<file path="src/hdl/kssc_pkg.sv">
// ----------------------------------------------------------------------------
// kssc_pkg
// Shared types and constants for the keyed substitution shift cipher:
// command and result word layouts, codes and table layout in the memory.
// ----------------------------------------------------------------------------
package kssc_pkg;

	// field widths
	localparam int CHAR_W       = 8;
	localparam int KEY_W        = 8;
	localparam int SPEC_CNT_W   = 6;
	localparam int ACTION_W     = 2;
	localparam int TSEL_W       = 2;
	localparam int ENTRY_W      = 5;
	localparam int CFG_IDX_W    = 2;
	localparam int CFG_DATA_W   = 8;

	// class table sizes and their base addresses in the shared memory
	localparam int UPPER_DEPTH       = 26;
	localparam int LOWER_DEPTH       = 26;
	localparam int DIGIT_DEPTH       = 10;
	localparam int SPECIAL_DEPTH_DEF = 32;
	localparam int UPPER_BASE        = 0;
	localparam int LOWER_BASE        = UPPER_BASE + UPPER_DEPTH;
	localparam int DIGIT_BASE        = LOWER_BASE + LOWER_DEPTH;
	localparam int SPECIAL_BASE      = DIGIT_BASE + DIGIT_DEPTH;

	// character class bounds
	localparam logic [CHAR_W-1:0] CH_UPPER_LO = 8'h41;
	localparam logic [CHAR_W-1:0] CH_UPPER_HI = 8'h5A;
	localparam logic [CHAR_W-1:0] CH_LOWER_LO = 8'h61;
	localparam logic [CHAR_W-1:0] CH_LOWER_HI = 8'h7A;
	localparam logic [CHAR_W-1:0] CH_DIGIT_LO = 8'h30;
	localparam logic [CHAR_W-1:0] CH_DIGIT_HI = 8'h39;

	// command codes
	localparam logic [ACTION_W-1:0] ACT_ENCRYPT = 2'd0;
	localparam logic [ACTION_W-1:0] ACT_DECRYPT = 2'd1;
	localparam logic [ACTION_W-1:0] ACT_LOAD    = 2'd2;

	// load targets
	localparam logic [TSEL_W-1:0] TSEL_UPPER   = 2'd0;
	localparam logic [TSEL_W-1:0] TSEL_LOWER   = 2'd1;
	localparam logic [TSEL_W-1:0] TSEL_DIGIT   = 2'd2;
	localparam logic [TSEL_W-1:0] TSEL_SPECIAL = 2'd3;

	// register indexes
	localparam logic [CFG_IDX_W-1:0] CFG_SHIFT_KEY     = 2'd0;
	localparam logic [CFG_IDX_W-1:0] CFG_SPECIAL_COUNT = 2'd1;

	typedef struct packed {
		logic [ACTION_W-1:0] action;
		logic [CHAR_W-1:0]   char_in;
		logic [TSEL_W-1:0]   table_select;
		logic [ENTRY_W-1:0]  entry_index;
	} cmd_word_t;

	typedef struct packed {
		logic [CHAR_W-1:0] char_out;
		logic              mapped;
	} res_word_t;

	typedef enum logic [2:0] {
		ST_IDLE,
		ST_SCAN,
		ST_DRAIN,
		ST_CALC,
		ST_FETCH
	} kssc_state_t;

endpackage

</file>
<file path="src/hdl/kssc_table_mem.sv">
// ----------------------------------------------------------------------------
// kssc_table_mem
// Single memory holding all four class tables. One write and one read port,
// registered read data. Per-entry valid bits make unwritten entries read zero.
// ----------------------------------------------------------------------------
module kssc_table_mem
	import kssc_pkg::*;
#(
	parameter int DEPTH  = SPECIAL_BASE + SPECIAL_DEPTH_DEF,
	parameter int ADDR_W = $clog2(DEPTH)
) (
	input  logic              clk,
	input  logic              arst_n,
	input  logic              we,
	input  logic [ADDR_W-1:0] waddr,
	input  logic [CHAR_W-1:0] wdata,
	input  logic [ADDR_W-1:0] raddr,
	output logic [CHAR_W-1:0] rdata
);

	logic [CHAR_W-1:0] mem_q [DEPTH];
	logic [DEPTH-1:0]  vld_q;
	logic [CHAR_W-1:0] rd_data_q;
	logic              rd_vld_q;

	// storage array and read port
	always_ff @(posedge clk) begin
		if (we) begin
			mem_q[waddr] <= wdata;
		end
		rd_data_q <= mem_q[raddr];
	end

	// entry valid bits, cleared at reset
	always_ff @(posedge clk or negedge arst_n) begin
		if (!arst_n) begin
			vld_q    <= '0;
			rd_vld_q <= 1'b0;
		end else begin
			if (we) begin
				vld_q[waddr] <= 1'b1;
			end
			rd_vld_q <= vld_q[raddr];
		end
	end

	// never-written entries read as zero
	assign rdata = rd_vld_q ? rd_data_q : '0;

endmodule

</file>
<file path="src/hdl/kssc_key_mod.sv">
// ----------------------------------------------------------------------------
// kssc_key_mod
// Restoring remainder unit: key modulo class size, one key bit per cycle.
// Result valid once the last key bit is processed and held until the next start.
// ----------------------------------------------------------------------------
module kssc_key_mod
	import kssc_pkg::*;
#(
	parameter int CNT_W = 6
) (
	input  logic             clk,
	input  logic             arst_n,
	input  logic             start,
	input  logic [KEY_W-1:0] key,
	input  logic [CNT_W-1:0] divisor,
	output logic [CNT_W-1:0] rem,
	output logic             done
);

	localparam int STEP_W = $clog2(KEY_W);
	localparam logic [STEP_W-1:0] LAST_STEP = STEP_W'(KEY_W - 1);

	logic              run_q;
	logic              done_q;
	logic [STEP_W-1:0] cnt_q;
	logic [KEY_W-1:0]  key_q;
	logic [CNT_W-1:0]  div_q;
	logic [CNT_W-1:0]  rem_q;
	logic [CNT_W:0]    shifted;
	logic [CNT_W-1:0]  rem_nxt;

	// one compare-subtract step
	always_comb begin
		shifted = {rem_q, key_q[KEY_W-1]};
		if (shifted >= {1'b0, div_q}) begin
			rem_nxt = CNT_W'(shifted - {1'b0, div_q});
		end else begin
			rem_nxt = CNT_W'(shifted);
		end
	end

	// step control
	always_ff @(posedge clk or negedge arst_n) begin
		if (!arst_n) begin
			run_q  <= 1'b0;
			done_q <= 1'b0;
			cnt_q  <= '0;
		end else if (start) begin
			run_q  <= 1'b1;
			done_q <= 1'b0;
			cnt_q  <= '0;
		end else if (run_q) begin
			cnt_q <= cnt_q + 1'b1;
			if (cnt_q == LAST_STEP) begin
				run_q  <= 1'b0;
				done_q <= 1'b1;
			end
		end
	end

	// operands and partial remainder
	always_ff @(posedge clk) begin
		if (start) begin
			key_q <= key;
			div_q <= divisor;
			rem_q <= '0;
		end else if (run_q) begin
			key_q <= key_q << 1;
			rem_q <= rem_nxt;
		end
	end

	assign rem  = rem_q;
	assign done = done_q;

`ifndef SYNTH
	a_rem_below_div: assert property (@(posedge clk) disable iff (!arst_n)
		done_q && (div_q != '0) |-> rem_q < div_q)
		else $error("key remainder not below class size");

	a_run_done_excl: assert property (@(posedge clk) disable iff (!arst_n)
		!(run_q && done_q))
		else $error("remainder unit running and done at once");

	a_done_held: assert property (@(posedge clk) disable iff (!arst_n)
		done_q && !start |=> done_q)
		else $error("key remainder dropped before the next start");
`endif

endmodule

</file>
<file path="src/hdl/keyed_substitution_shift_cipher_unit.sv">
// ----------------------------------------------------------------------------
// keyed_substitution_shift_cipher_unit
// Keyed-alphabet shift cipher over four class tables held in one memory.
// ----------------------------------------------------------------------------
// Usage:
//   Command channel: a word on cmd is taken when start is high and busy low.
//   A load word writes one table entry in that cycle and leaves busy low.
//   An encrypt or decrypt word raises busy; the result word appears on
//   result for one cycle with done high. Unused action codes are dropped.
//   A result follows the table scan and the key reduction; a found
//   character adds one table fetch, one that passes through does not. The
//   class table size is 26, 26, 10 or the active special count. The table
//   scan reads one entry per cycle while the key remainder unit works bit by bit.
//   Busy drops with done, so a new word can be taken in the done cycle.
//   Config channel: cfg_valid/cfg_ready with cfg_index and cfg_data; ready
//   is always high. Write only while busy is low.
//   Reset: tables read as zero, shift key and special count are zero.
//   The receiver cannot stall; results must be captured in the done cycle.
// ----------------------------------------------------------------------------
module keyed_substitution_shift_cipher_unit
	import kssc_pkg::*;
#(
	parameter int SPECIAL_DEPTH = SPECIAL_DEPTH_DEF
) (
	input  logic                  clk,
	input  logic                  arst_n,
	input  logic                  start,
	output logic                  busy,
	input  cmd_word_t             cmd,
	output logic                  done,
	output res_word_t             result,
	input  logic                  cfg_valid,
	output logic                  cfg_ready,
	input  logic [CFG_IDX_W-1:0]  cfg_index,
	input  logic [CFG_DATA_W-1:0] cfg_data
);

	localparam int MAX_DEPTH = (SPECIAL_DEPTH > UPPER_DEPTH) ? SPECIAL_DEPTH : UPPER_DEPTH;
	localparam int CNT_W     = $clog2(MAX_DEPTH + 1);
	localparam int MEM_DEPTH = SPECIAL_BASE + SPECIAL_DEPTH;
	localparam int ADDR_W    = $clog2(MEM_DEPTH);

	kssc_state_t       state_q, state_d;

	logic [KEY_W-1:0]      shift_key_q;
	logic [SPEC_CNT_W-1:0] special_count_q;

	logic              accept;
	logic              crypt_go;
	logic              load_go;
	logic              load_ok;
	logic [ADDR_W-1:0] load_addr;

	logic [ADDR_W-1:0] cls_base;
	logic [CNT_W-1:0]  cls_n;
	logic [CNT_W-1:0]  spec_n;

	logic [CHAR_W-1:0] c_q;
	logic              decrypt_q;
	logic [ADDR_W-1:0] base_q;
	logic [CNT_W-1:0]  n_q;
	logic [CNT_W-1:0]  rd_ptr_q;
	logic [CNT_W-1:0]  cmp_ptr_s1;
	logic              cmp_vld_s1;
	logic              hit_q;
	logic [CNT_W-1:0]  pos_q;

	logic [CNT_W-1:0]  key_rem;
	logic              key_done;
	logic [CNT_W:0]    sum;
	logic [CNT_W-1:0]  new_pos;

	logic [ADDR_W-1:0] raddr;
	logic [CHAR_W-1:0] rdata;

	logic              scan_issue;
	logic              emit_pass;
	logic              emit_hit;
	logic              done_q;
	res_word_t         res_q;

	assign busy      = (state_q != ST_IDLE);
	assign accept    = start && !busy;
	assign crypt_go  = accept && ((cmd.action == ACT_ENCRYPT) || (cmd.action == ACT_DECRYPT));
	assign load_go   = accept && (cmd.action == ACT_LOAD) && load_ok;
	assign cfg_ready = 1'b1;

	// configuration registers
	always_ff @(posedge clk or negedge arst_n) begin
		if (!arst_n) begin
			shift_key_q     <= '0;
			special_count_q <= '0;
		end else if (cfg_valid && cfg_ready) begin
			case (cfg_index)
				CFG_SHIFT_KEY:     shift_key_q     <= cfg_data[KEY_W-1:0];
				CFG_SPECIAL_COUNT: special_count_q <= cfg_data[SPEC_CNT_W-1:0];
				default: ;
			endcase
		end
	end

	// active special entries, clipped to the table depth
	assign spec_n = (int'(special_count_q) > SPECIAL_DEPTH) ?
		CNT_W'(SPECIAL_DEPTH) : CNT_W'(special_count_q);

	// class of the incoming character
	always_comb begin
		if (cmd.char_in inside {[CH_UPPER_LO:CH_UPPER_HI]}) begin
			cls_base = ADDR_W'(UPPER_BASE);
			cls_n    = CNT_W'(UPPER_DEPTH);
		end else if (cmd.char_in inside {[CH_LOWER_LO:CH_LOWER_HI]}) begin
			cls_base = ADDR_W'(LOWER_BASE);
			cls_n    = CNT_W'(LOWER_DEPTH);
		end else if (cmd.char_in inside {[CH_DIGIT_LO:CH_DIGIT_HI]}) begin
			cls_base = ADDR_W'(DIGIT_BASE);
			cls_n    = CNT_W'(DIGIT_DEPTH);
		end else begin
			cls_base = ADDR_W'(SPECIAL_BASE);
			cls_n    = spec_n;
		end
	end

	// load target address and bounds check
	always_comb begin
		case (cmd.table_select)
			TSEL_UPPER: begin
				load_ok   = int'(cmd.entry_index) < UPPER_DEPTH;
				load_addr = ADDR_W'(UPPER_BASE) + ADDR_W'(cmd.entry_index);
			end
			TSEL_LOWER: begin
				load_ok   = int'(cmd.entry_index) < LOWER_DEPTH;
				load_addr = ADDR_W'(LOWER_BASE) + ADDR_W'(cmd.entry_index);
			end
			TSEL_DIGIT: begin
				load_ok   = int'(cmd.entry_index) < DIGIT_DEPTH;
				load_addr = ADDR_W'(DIGIT_BASE) + ADDR_W'(cmd.entry_index);
			end
			TSEL_SPECIAL: begin
				load_ok   = int'(cmd.entry_index) < SPECIAL_DEPTH;
				load_addr = ADDR_W'(SPECIAL_BASE) + ADDR_W'(cmd.entry_index);
			end
			default: begin
				load_ok   = 1'b0;
				load_addr = '0;
			end
		endcase
	end

	// shifted position, wrapped once around the class size
	always_comb begin
		if (decrypt_q) begin
			sum = {1'b0, pos_q} + {1'b0, n_q} - {1'b0, key_rem};
		end else begin
			sum = {1'b0, pos_q} + {1'b0, key_rem};
		end
		if (sum >= {1'b0, n_q}) begin
			sum = sum - {1'b0, n_q};
		end
		new_pos = sum[CNT_W-1:0];
	end

	// state register
	always_ff @(posedge clk or negedge arst_n) begin
		if (!arst_n) begin
			state_q <= ST_IDLE;
		end else begin
			state_q <= state_d;
		end
	end

	// next state and memory read address
	always_comb begin
		state_d    = state_q;
		raddr      = base_q + ADDR_W'(rd_ptr_q);
		scan_issue = 1'b0;
		emit_pass  = 1'b0;
		emit_hit   = 1'b0;
		case (state_q)
			ST_IDLE: begin
				if (crypt_go) begin
					state_d = (cls_n == '0) ? ST_CALC : ST_SCAN;
				end
			end
			ST_SCAN: begin
				scan_issue = 1'b1;
				if (rd_ptr_q == n_q - 1'b1) begin
					state_d = ST_DRAIN;
				end
			end
			ST_DRAIN: begin
				state_d = ST_CALC;
			end
			ST_CALC: begin
				raddr = base_q + ADDR_W'(new_pos);
				if (key_done) begin
					if (hit_q) begin
						state_d = ST_FETCH;
					end else begin
						emit_pass = 1'b1;
						state_d   = ST_IDLE;
					end
				end
			end
			ST_FETCH: begin
				emit_hit = 1'b1;
				state_d  = ST_IDLE;
			end
			default: begin
				state_d = ST_IDLE;
			end
		endcase
	end

	// compare stage valid, match flag and done strobe
	always_ff @(posedge clk or negedge arst_n) begin
		if (!arst_n) begin
			cmp_vld_s1 <= 1'b0;
			hit_q      <= 1'b0;
			done_q     <= 1'b0;
		end else begin
			cmp_vld_s1 <= scan_issue;
			done_q     <= emit_pass || emit_hit;
			if (crypt_go) begin
				hit_q <= 1'b0;
			end else if (cmp_vld_s1 && (rdata == c_q)) begin
				hit_q <= 1'b1;
			end
		end
	end

	// item payload, scan pointer, match position and result word
	always_ff @(posedge clk) begin
		if (crypt_go) begin
			c_q       <= cmd.char_in;
			decrypt_q <= (cmd.action == ACT_DECRYPT);
			base_q    <= cls_base;
			n_q       <= cls_n;
			rd_ptr_q  <= '0;
		end else if (scan_issue) begin
			rd_ptr_q <= rd_ptr_q + 1'b1;
		end
		cmp_ptr_s1 <= rd_ptr_q;
		if (cmp_vld_s1 && (rdata == c_q)) begin
			pos_q <= cmp_ptr_s1;
		end
		if (emit_pass) begin
			res_q <= '{char_out: c_q, mapped: 1'b0};
		end else if (emit_hit) begin
			res_q <= '{char_out: rdata, mapped: 1'b1};
		end
	end

	assign done   = done_q;
	assign result = res_q;

	// table memory
	kssc_table_mem #(
		.DEPTH  (MEM_DEPTH),
		.ADDR_W (ADDR_W)
	) u_mem (
		.clk    (clk),
		.arst_n (arst_n),
		.we     (load_go),
		.waddr  (load_addr),
		.wdata  (cmd.char_in),
		.raddr  (raddr),
		.rdata  (rdata)
	);

	// key reduction
	kssc_key_mod #(
		.CNT_W (CNT_W)
	) u_key_mod (
		.clk     (clk),
		.arst_n  (arst_n),
		.start   (crypt_go),
		.key     (shift_key_q),
		.divisor (cls_n),
		.rem     (key_rem),
		.done    (key_done)
	);

`ifndef SYNTH
	a_done_after_calc: assert property (@(posedge clk) disable iff (!arst_n)
		done |-> $past(state_q == ST_CALC || state_q == ST_FETCH))
		else $error("result word without a finished item");

	a_mapped_from_fetch: assert property (@(posedge clk) disable iff (!arst_n)
		done && result.mapped |-> $past(state_q == ST_FETCH))
		else $error("mapped result without a table fetch");

	a_crypt_goes_busy: assert property (@(posedge clk) disable iff (!arst_n)
		start && !busy && (cmd.action == ACT_ENCRYPT || cmd.action == ACT_DECRYPT)
		|=> busy)
		else $error("cipher word taken without going busy");
`endif

endmodule

</file>
<file path="config.mk">
export PLATFORM = sky130hd
export DESIGN_NAME = keyed_substitution_shift_cipher_unit
export DESIGN_NICKNAME = d
export VERILOG_FILES = /design/src/hdl/kssc_pkg.sv /design/src/hdl/kssc_table_mem.sv /design/src/hdl/kssc_key_mod.sv /design/src/hdl/keyed_substitution_shift_cipher_unit.sv
export SDC_FILE = /design/constraint.sdc
export NUM_CORES = 1
export LEC_CHECK = 0
export BUFFER_PORTS_ARGS = -buffer_cell sky130_fd_sc_hd__buf_2
export CORE_MARGIN = 2
export CORE_UTILIZATION = 55
export DETAILED_ROUTE_END_ITERATION = 6
export GPL_TIMING_DRIVEN = 1
export HOLD_SLACK_MARGIN = 0.06
export PLACE_DENSITY = 0.71
export RECOVER_POWER = 25
export SETUP_SLACK_MARGIN = 0.1
export SYNTH_ARGS = -nofsm -noshare
export SYNTH_HDL_FRONTEND = slang
export SYNTH_SLANG_ARGS = --single-unit
</file>
<file path="constraint.sdc">
create_clock -name clk -period 9 [get_ports clk]
set_input_delay 2.25 -clock clk [delete_from_list [all_inputs] [get_ports clk]]
set_output_delay 2.25 -clock clk [all_outputs]
set_load 0.05 [all_outputs]
</file>
== Yosys cells after proc, flatten, opt, wreduce, memory -nomap -nowiden ==
Memories as Yosys holds them, arrays and structs flattened. A register that Yosys moved wholly into a read port is not among the register bits.
Cells that the tools add are included.
W data, S select, Z words.

* Add/subtract/negate cells: 13
* $lt $le $gt $ge: 14
* Equality and inequality tests: 16
* Mux-type cells: 44
* Bitwise operators: 1
* Reduce and logical (&&, ||, !) cells: 28

{| class="wikitable"
|+ Operators by type and width
! cell !! number
|-
| $or A94 B94 Y94 || 1
|-
| $mux W6 || 6
|-
| $pmux W7 S4 || 1
|-
| $mux W8 || 3
|-
| $mux W3 || 6
|-
| $mux W9 || 2
|-
| $mux W1 || 17
|-
| $ge A8 B7 Y1 const B || 2
|-
| $le A8 B7 Y1 const B || 2
|-
| $lt A7 B8 Y1 const B || 2
|-
| $add A6 B5 Y7 const A || 2
|-
| $add A6 B6 Y7 || 2
|-
| $add A7 B6 Y7 || 2
|-
| $ge A7 B6 Y1 || 2
|-
| $mux W7 || 2
|-
| $pmux W3 S4 || 1
|-
| $sub A6 B6 Y6 || 2
|-
| $logic_and A1 B1 Y1 || 9
|-
| $eq A8 B8 Y1 || 1
|-
| $ge A8 B6 Y1 const B || 1
|-
| $le A8 B6 Y1 const B || 1
|-
| $mux W4 || 2
|-
| $reduce_bool A2 Y1 || 4
|-
| $bmux W1 S7 || 1
|-
| 29 further kinds || 42
|}

* Register bits: 183
* Bits in writable memories: 752
* Bits of input ports: 31
* Output and inout port bits: 12
* Word-level logic and storage cells: 140
* Memories kept: 1

{| class="wikitable"
|+ Memory list
! name !! words !! width !! rd ports !! clocked after Yosys merged registers in !! write ports !! line !! text
|-
| u_mem.mem_q || 94 || 8 || 1 || 1 || 1 || kssc_table_mem.sv:21 || <nowiki>logic [CHAR_W-1:0] mem_q [DEPTH];</nowiki>
|}

== Depth between registers and ports, before layout ==
Gate-level depths: netlist of the first run.

* Word-level depth: 9
* Gate-level depth with buffers: 30
* Gate-level depth less buffers: 29

== By module ==
From an unflattened synthesis of the first run, not the netlist that was laid out.

* Cell total of the unflattened synthesis: 2,168
* Area total of the unflattened synthesis: 38,964.9 µm²

{| class="wikitable"
|+ Modules (own cells, without submodules)
! module !! times used !! cells an instance !! area each (µm²) !! seq. area each (µm²)
|-
| kssc_table_mem || 1 || 1,647 || 33,350.7 || 25,119.1
|-
| keyed_substitution_shift_cipher_unit || 1 || 403 || 4,257.8 || 1,721.7
|-
| kssc_key_mod || 1 || 118 || 1,356.3 || 665.6
|}

== Least setup slack after synthesis of the first run ==
OpenSTA, ideal clock, no wires.

* Path kind: reg2reg
* Start: register u_key_mod.div_q[1] (netlist name)
* End: register u_mem.rd_vld_q
* Library setup time: 126 ps
* Data arrival time: 6,284 ps
* Data required time: 8,874 ps
* Path slack: 2,590 ps
* Stages on the path, launching flop included: 30
* Buffers on the path: 4
* Period minus slack after synthesis: 6,410 ps
* Path through: edfxtp_1 inv_1 fa_1 inv_1 ha_1 a21o_1 a21oi_1 o21bai_1 a21oi_1 xor2_1 a21oi_1 ha_1 a211oi_1 nand2_1 o22a_1 a31oi_4 clkbuf_1 nor2_1 a21oi_1 a21oi_1 ha_1 fa_1 clkbuf_1 nor2_1 clkbuf_1 clkbuf_1 nand3_1 a41oi_1 a21oi_1 a311o_1

{| class="wikitable"
|+ RTL lines
! what !! line !! text
|-
| end signal, assigned || kssc_table_mem.sv:43 || <nowiki>rd_vld_q <= vld_q[raddr];</nowiki>
|-
| end, declared || kssc_table_mem.sv:24 || <nowiki>logic rd_vld_q;</nowiki>
|}

==> qor.yml, run 1 <==
outcome:
  status: "finished with violations"
  violations: "capacitance limit, slew limit"
placed_design:
  place.gp.congestion: 0.9009
  portBuffers: 41
  dp_hpwl_mm: 66.71
cts:
  cts_hold_buf: 0
  clock_latency_ns: 0.68
  post_cts_buffers: 0
  clkSlewWorstSetupHoldPaths_ns: 0.06
  clock-root-buffer: "clkbuf_16"
  cts_buffer_depth: 3
  clock-sinks: 939
  htreeDepth: 3
  cts_tree: "done"
  cts_made_buffers: 95
  ctsResizeCount: 0
critical_path:
  critPathSlowestCell: "fa_1"
  cp.required_ns: 9.53
  r2r_cells: 27
  crit_end: "u_mem.rd_data_q[7]"
  path_buf_inv: 3
  end_kind: "flop"
  path_delay_family: "compound AO/OA/AOI/OAI gates"
  crit_path_frequent_cell: "a21oi_1"
  cp.arrival_ns: 8.34
  crit_start: "u_key_mod.div_q[1]"
  critPathKind: "reg -> reg"
  reg2reg_slack_ns: 1.19
  cp.depth: 27
  crit_path_max_incr_delay_ns: 0.79
  r2r-start: "u_key_mod.div_q[1]"
  worst-path-max-fanout: 27
  reg2reg_to: "u_mem.rd_data_q[7]"
  cp-start-kind: "flop"
hold_path:
  hp-class: "reg -> reg"
detailed_routing:
  drc: 0
  dr.pass1.iters: 6
  ant_nets: 0
  drt-initial-drc-count: 3128
  dr_total_vias: 25120
  wl_per_cell_microns: 26.65
  finalWirelength_mm: 107.0
  vias_per_cell: 6.258
synth:
  postSynthCellCount: 2947
  ys_warn_count: 0
  ys_types: 73
  syn-cell-area_sq_um: 38910
  synth_nets: 3034
  synth_flop_cell: "edfxtp_1"
  ys_ff_latch: 939
  syn_avg_cell_area_sq_um: 13.20
  synth_edf_count: 792
  ys_seq_area_frac: 0.7023
  async_flop_share: 0.1278
timing:
  setup_tns_ns: 0
  max_slew.worst_pin.slew_ns: 4.219
  slew_viol_final: 497
  hold_viol_final: 0
  relSlewSlack: -1.813
  finalCritPeriodShare: 0.8674
  setup_viol: 0
  max_freq_ghz: 0.1281
  finClkSkew_ns: 0.03467
  rsz0062_at_grt: "no"
  min_period_ns: 7.806
global_route:
  grt-ovfl-total: 0
  gr-max-usage-layer: "met2"
  use_met2: 0.4485
  grtUsageTotal: 0.2924
  met1_usage: 0.4114
  grt_pass1_wl_mm: 159.0
  grt_pass1_vias: 24360
  grt_max_degree: 176
  antenna_found_initial: 2
  grt_use_met3: 0.07059
cells_and_area:
  n_antenna_cell: 0
  final_common_cell: "edfxtp_1"
  final_cell_mix: "edfxtp_1, nand2_1, a21oi_1"
  drive_gt1_frac: 0.1226
  nets: 3078
  area_delta_synth_final_pct: 11.33
floorplanning:
  num_rows: 97
  die_h_microns: 270.0
  start_util: 0.5556
  io_pins: 43
  die_x_microns: 270.0
  coreArea_sq_um: 70030
  die_area_sq_um: 72890
flow_run:
  max-cap-violations: 10
## kinds of logic (layout without fill, tap and decap cells)
logic type	Yosys count	after routing	share of synthesized area
multiplexers	131	131	0.04048
other	1	1	0.00009637
AND/OR/NAND/NOR	1073	1073	0.1201
adder cells (fa/ha/maj)	56	56	0.01994
XOR/XNOR	37	37	0.008328
flip-flops	939	939	0.7023
AO/OA/AOI/OAI	500	500	0.08444
buffers and inverters	210	337	0.02431
## cell type report
type,instances,area (sq um)
clock buffer,130,2651
clock inverter,50,598.1
fill,5281,26710
inverter,57,214.0
multi-input combinational,1798,10710
sequential,939,27330
tap,940,1176
timing repair buffer,100,644.4
## routing by layer
layer | up-vias | share of wire
li1 | 10940 | -
met5 | - | 0.000084
met1 | 12610 | 0.40
met3 | 229 | 0.10
met2 | 1341 | 0.46
met4 | 2 | 0.037
## Yosys cell counts, types with 8 or more instances
| library cell | number | share of area |
|---|---|---|
| and3_1 | 11 | 0.0018 |
| buf_4 | 9 | 0.0017 |
| buf_2 | 42 | 0.0054 |
| mux4_2 | 19 | 0.011 |
| ha_1 | 46 | 0.015 |
| o21bai_1 | 24 | 0.0046 |
| and2_1 | 8 | 0.0013 |
| a31oi_1 | 32 | 0.0051 |
| nand2_1 | 555 | 0.054 |
| dfxtp_1 | 27 | 0.014 |
| dfrtp_1 | 120 | 0.077 |
| clkbuf_1 | 82 | 0.0079 |
| nand3_1 | 151 | 0.019 |
| fa_1 | 10 | 0.0051 |
| mux2_2 | 21 | 0.0061 |
| nor2b_1 | 8 | 0.0013 |
| nor2_1 | 193 | 0.019 |
| a22oi_1 | 78 | 0.015 |
| mux2i_1 | 91 | 0.023 |
| a311o_1 | 8 | 0.0021 |
| a21oi_1 | 214 | 0.028 |
| buf_6 | 8 | 0.0023 |
| a21o_1 | 10 | 0.0019 |
| inv_1 | 56 | 0.0054 |
| edfxtp_1 | 792 | 0.61 |
| or2_2 | 79 | 0.013 |
| o21ai_0 | 24 | 0.0031 |
| o22ai_1 | 8 | 0.0013 |
| xor2_1 | 17 | 0.0038 |
| buf_1 | 11 | 0.0011 |
| a32oi_1 | 26 | 0.0059 |
| nand4_1 | 33 | 0.0053 |
| xnor2_1 | 20 | 0.0045 |
## worst reg2reg max path: stages (launching register included)
cell	delay, ns
edfxtp_1	0.46
inv_1	0.15
fa_1	0.61
inv_1	0.06
ha_1	0.29
a21o_1	0.18
a21oi_1	0.21
o21bai_1	0.09
a21oi_1	0.17
xor2_1	0.15
a21oi_1	0.11
ha_1	0.36
a211oi_1	0.26
nand2_1	0.08
o22a_1	0.23
a31oi_4	0.36
nor2_1	0.08
a21oi_1	0.12
a21oi_1	0.10
ha_1	0.28
fa_1	0.79
nand2b_2	0.74
buf_4	0.35
a21oi_1	0.09
nand2_1	0.10
nand4_1	0.25
a311o_1	0.52
a2111oi_1	0.49
## flip-flops by register name, indices dropped and copies added, names as in the netlist, 3 cells and up
name,cells
shift_key_q,8
pos_q,6
rd_ptr_q,6
u_key_mod.cnt_q,3
c_q,8
u_key_mod.rem,6
base_q,3
cmp_ptr_s1,6
u_mem.rd_data_q,8
special_count_q,6
u_mem.vld_q,94
u_key_mod.key_q,8
state_q,3
u_mem.mem_q,752
result,9
u_key_mod.div_q,6
## metrics by stage
stage	hold slack [ns]	std cells	area, sq um	setup WS (ns)	util
global placement	0.3874	3834	40130	1.262	0.5730
floorplan	0.3290	2947	38910	2.590	-
finish	0.4030	4014	43320	1.194	0.6186
global route	0.4206	4014	43320	0.7613	0.6186
CTS	0.4067	4014	43380	1.276	0.6194
detailed placement	0.3975	3834	40130	1.307	0.5730
## worst min-delay path by stage
stage | cells after the start | end | slack [ns] | startpoint
final | 0 | pos_q[0] | 0.40 | cmp_ptr_s1[0]
after global routing | 0 | pos_q[1] | 0.42 | cmp_ptr_s1[1]
after CTS | 0 | pos_q[0] | 0.41 | cmp_ptr_s1[0]
after detailed placement | 0 | pos_q[1] | 0.40 | cmp_ptr_s1[1]
after global placement | 0 | pos_q[0] | 0.39 | cmp_ptr_s1[0]
after floorplan | 0 | cmp_ptr_s1[3] | 0.33 | rd_ptr_q[3]
Power of run 1 is not shown: default switching activity piles up to over one toggle a cycle in this logic, so the estimate is an artifact.
==> run 2, diff against run 1 <==
clock period = 8.2 ns   (was 9 ns; I/O delays follow)
==> run 2 against run 1 <==
The run still ends with capacitance limit, slew limit left. Routed wire length down 1.1%. Via count down 0.85%. Die area unchanged. Setup slack worse by 0.62 ns. Global-route usage down 0.22 points. Design area about the same. Utilization about the same. Cell count unchanged. Worst hold slack about the same. Maximum frequency up 2.4%. Sequential share of layout area about the same. Critical endpoint is now u_mem.rd_data_q[6].
==> qor.yml, run 2 (synthesized netlist as in run 1, its figures left out) <==
cts:
  clkSlewWorstSetupHoldPaths_ns: 0.06
  cts_buffer_depth: 3
  clock-sinks: 939
  clock-root-buffer: "clkbuf_16"
  post_cts_buffers: 0
  clock_latency_ns: 0.66
  cts_tree: "done"
  htreeDepth: 3
  cts_made_buffers: 94
detailed_routing:
  vias_per_cell: 6.205
  drc: 0
  ant_nets: 0
  wl_per_cell_microns: 26.37
  finalWirelength_mm: 105.8
  drt-initial-drc-count: 3217
  dr_total_vias: 24910
  dr.pass1.iters: 6
global_route:
  grtUsageTotal: 0.2902
  antenna_found_initial: 0
  grt-ovfl-total: 0
  grt_max_degree: 145
  grt_pass1_wl_mm: 158.0
  grt_pass1_vias: 24320
cells_and_area:
  area_delta_synth_final_pct: 11.37
  final_cell_mix: "edfxtp_1, nand2_1, a21oi_1"
  drive_gt1_frac: 0.1236
  nets: 3082
  largest_reg_flops: 752
  largest-register: "u_mem.mem_q"
  final_common_cell: "edfxtp_1"
  n_antenna_cell: 0
timing:
  setup_viol: 0
  hold_viol_final: 0
  slew_viol_final: 483
  finalCritPeriodShare: 0.9294
  min_period_ns: 7.621
  rsz0062_at_grt: "no"
  setup_tns_ns: 0
  hold_slack_ns: 0.4025
  finClkSkew_ns: 0.02353
  max_slew.worst_pin.slew_ns: 3.754
  max_freq_ghz: 0.1312
  relSlewSlack: -1.502
critical_path:
  crit_path_max_incr_delay_ns: 0.85
  cp.required_ns: 8.71
  r2r_cells: 28
  cp-start-kind: "flop"
  crit_path_frequent_cell: "a21oi_1"
  worst-path-max-fanout: 12
  end_kind: "flop"
  critPathSlowestCell: "xnor2_1"
  cp.arrival_ns: 8.13
  critPathKind: "reg -> reg"
hold_path:
  hp-class: "reg -> reg"
  worst_hold_path.num_cells: 0
outcome:
  violations: "capacitance limit, slew limit"
  status: "finished with violations"
floorplanning:
  num_rows: 97
  die_x_microns: 270.0
  io_pins: 43
  start_util: 0.5556
  die_h_microns: 270.0
  coreArea_sq_um: 70030
  die_area_sq_um: 72890
placed_design:
  portBuffers: 41
  dp_hpwl_mm: 66.97
  place.gp.congestion: 0.9023
flow_run:
  max-cap-violations: 10
-- run 2: final timing paths --
kind                                    startpoint                  to  slack (ns)
worst min register to register       cmp_ptr_s1[0]            pos_q[0]        0.40
worst max-delay path            u_key_mod.div_q[1]  u_mem.rd_data_q[6]        0.58
worst max register to register  u_key_mod.div_q[1]  u_mem.rd_data_q[6]        0.58
max in group asynchronous                   arst_n     u_key_mod.run_q        3.03
worst min-delay path                 cmp_ptr_s1[0]            pos_q[0]        0.40
min in group asynchronous                   arst_n      u_mem.vld_q[2]        2.67
-- run 2: final cells by class --
type	count	area, sq um
timing repair buffer	105	742.0
clock inverter	56	575.6
clock buffer	119	2589
fill	5246	26690
tap	940	1176
inverter	57	214.0
sequential	939	27330
multi-input combinational	1798	10710
-- run 2: metrics by stage --
step / setup slack [ns] / area (sq um) / std cells / util
2_1_floorplan: 1.790 / 38910 / 2947 / -
3_3_place_gp: 0.8282 / 40230 / 3839 / 0.5744
3_5_place_dp: 0.6188 / 40230 / 3839 / 0.5744
4_1_cts: 0.5256 / 43390 / 4014 / 0.6196
5_1_grt: 0.1643 / 43340 / 4014 / 0.6188
6_report: 0.5785 / 43340 / 4014 / 0.6188
-- run 2: routing by layer --
layer | routed length (microns) | GRT usage | part of all wire | up-vias
met4 | 4038 | 0.1073 | 0.038 | 0
met2 | 49300 | 0.4523 | 0.47 | 1287
met3 | 9356 | 0.04836 | 0.088 | 225
met1 | 43150 | 0.4147 | 0.41 | 12440
met5 | 0 | 0 | 0 | -
li1 | - | - | - | 10950
-- run 2: repair_timing --
action	in CTS	in global routing
endpoints found under the setup margin	0	1
gates resized for setup	0	1
hold buffers	0	0
-- run 2: worst max-delay path, delay by kind of cell (launching register included) --
kind                     cells  cell delay [ns]
AO/OA/AOI/OAI               16             2.88
XOR/XNOR                     2             1.01
adder cells (fa/ha/maj)      4             1.64
buffers and inverters        2             0.21
flip-flops                   1             0.45
AND/OR/NAND/NOR              4             1.26
Power of run 2 is left out for the same reason.
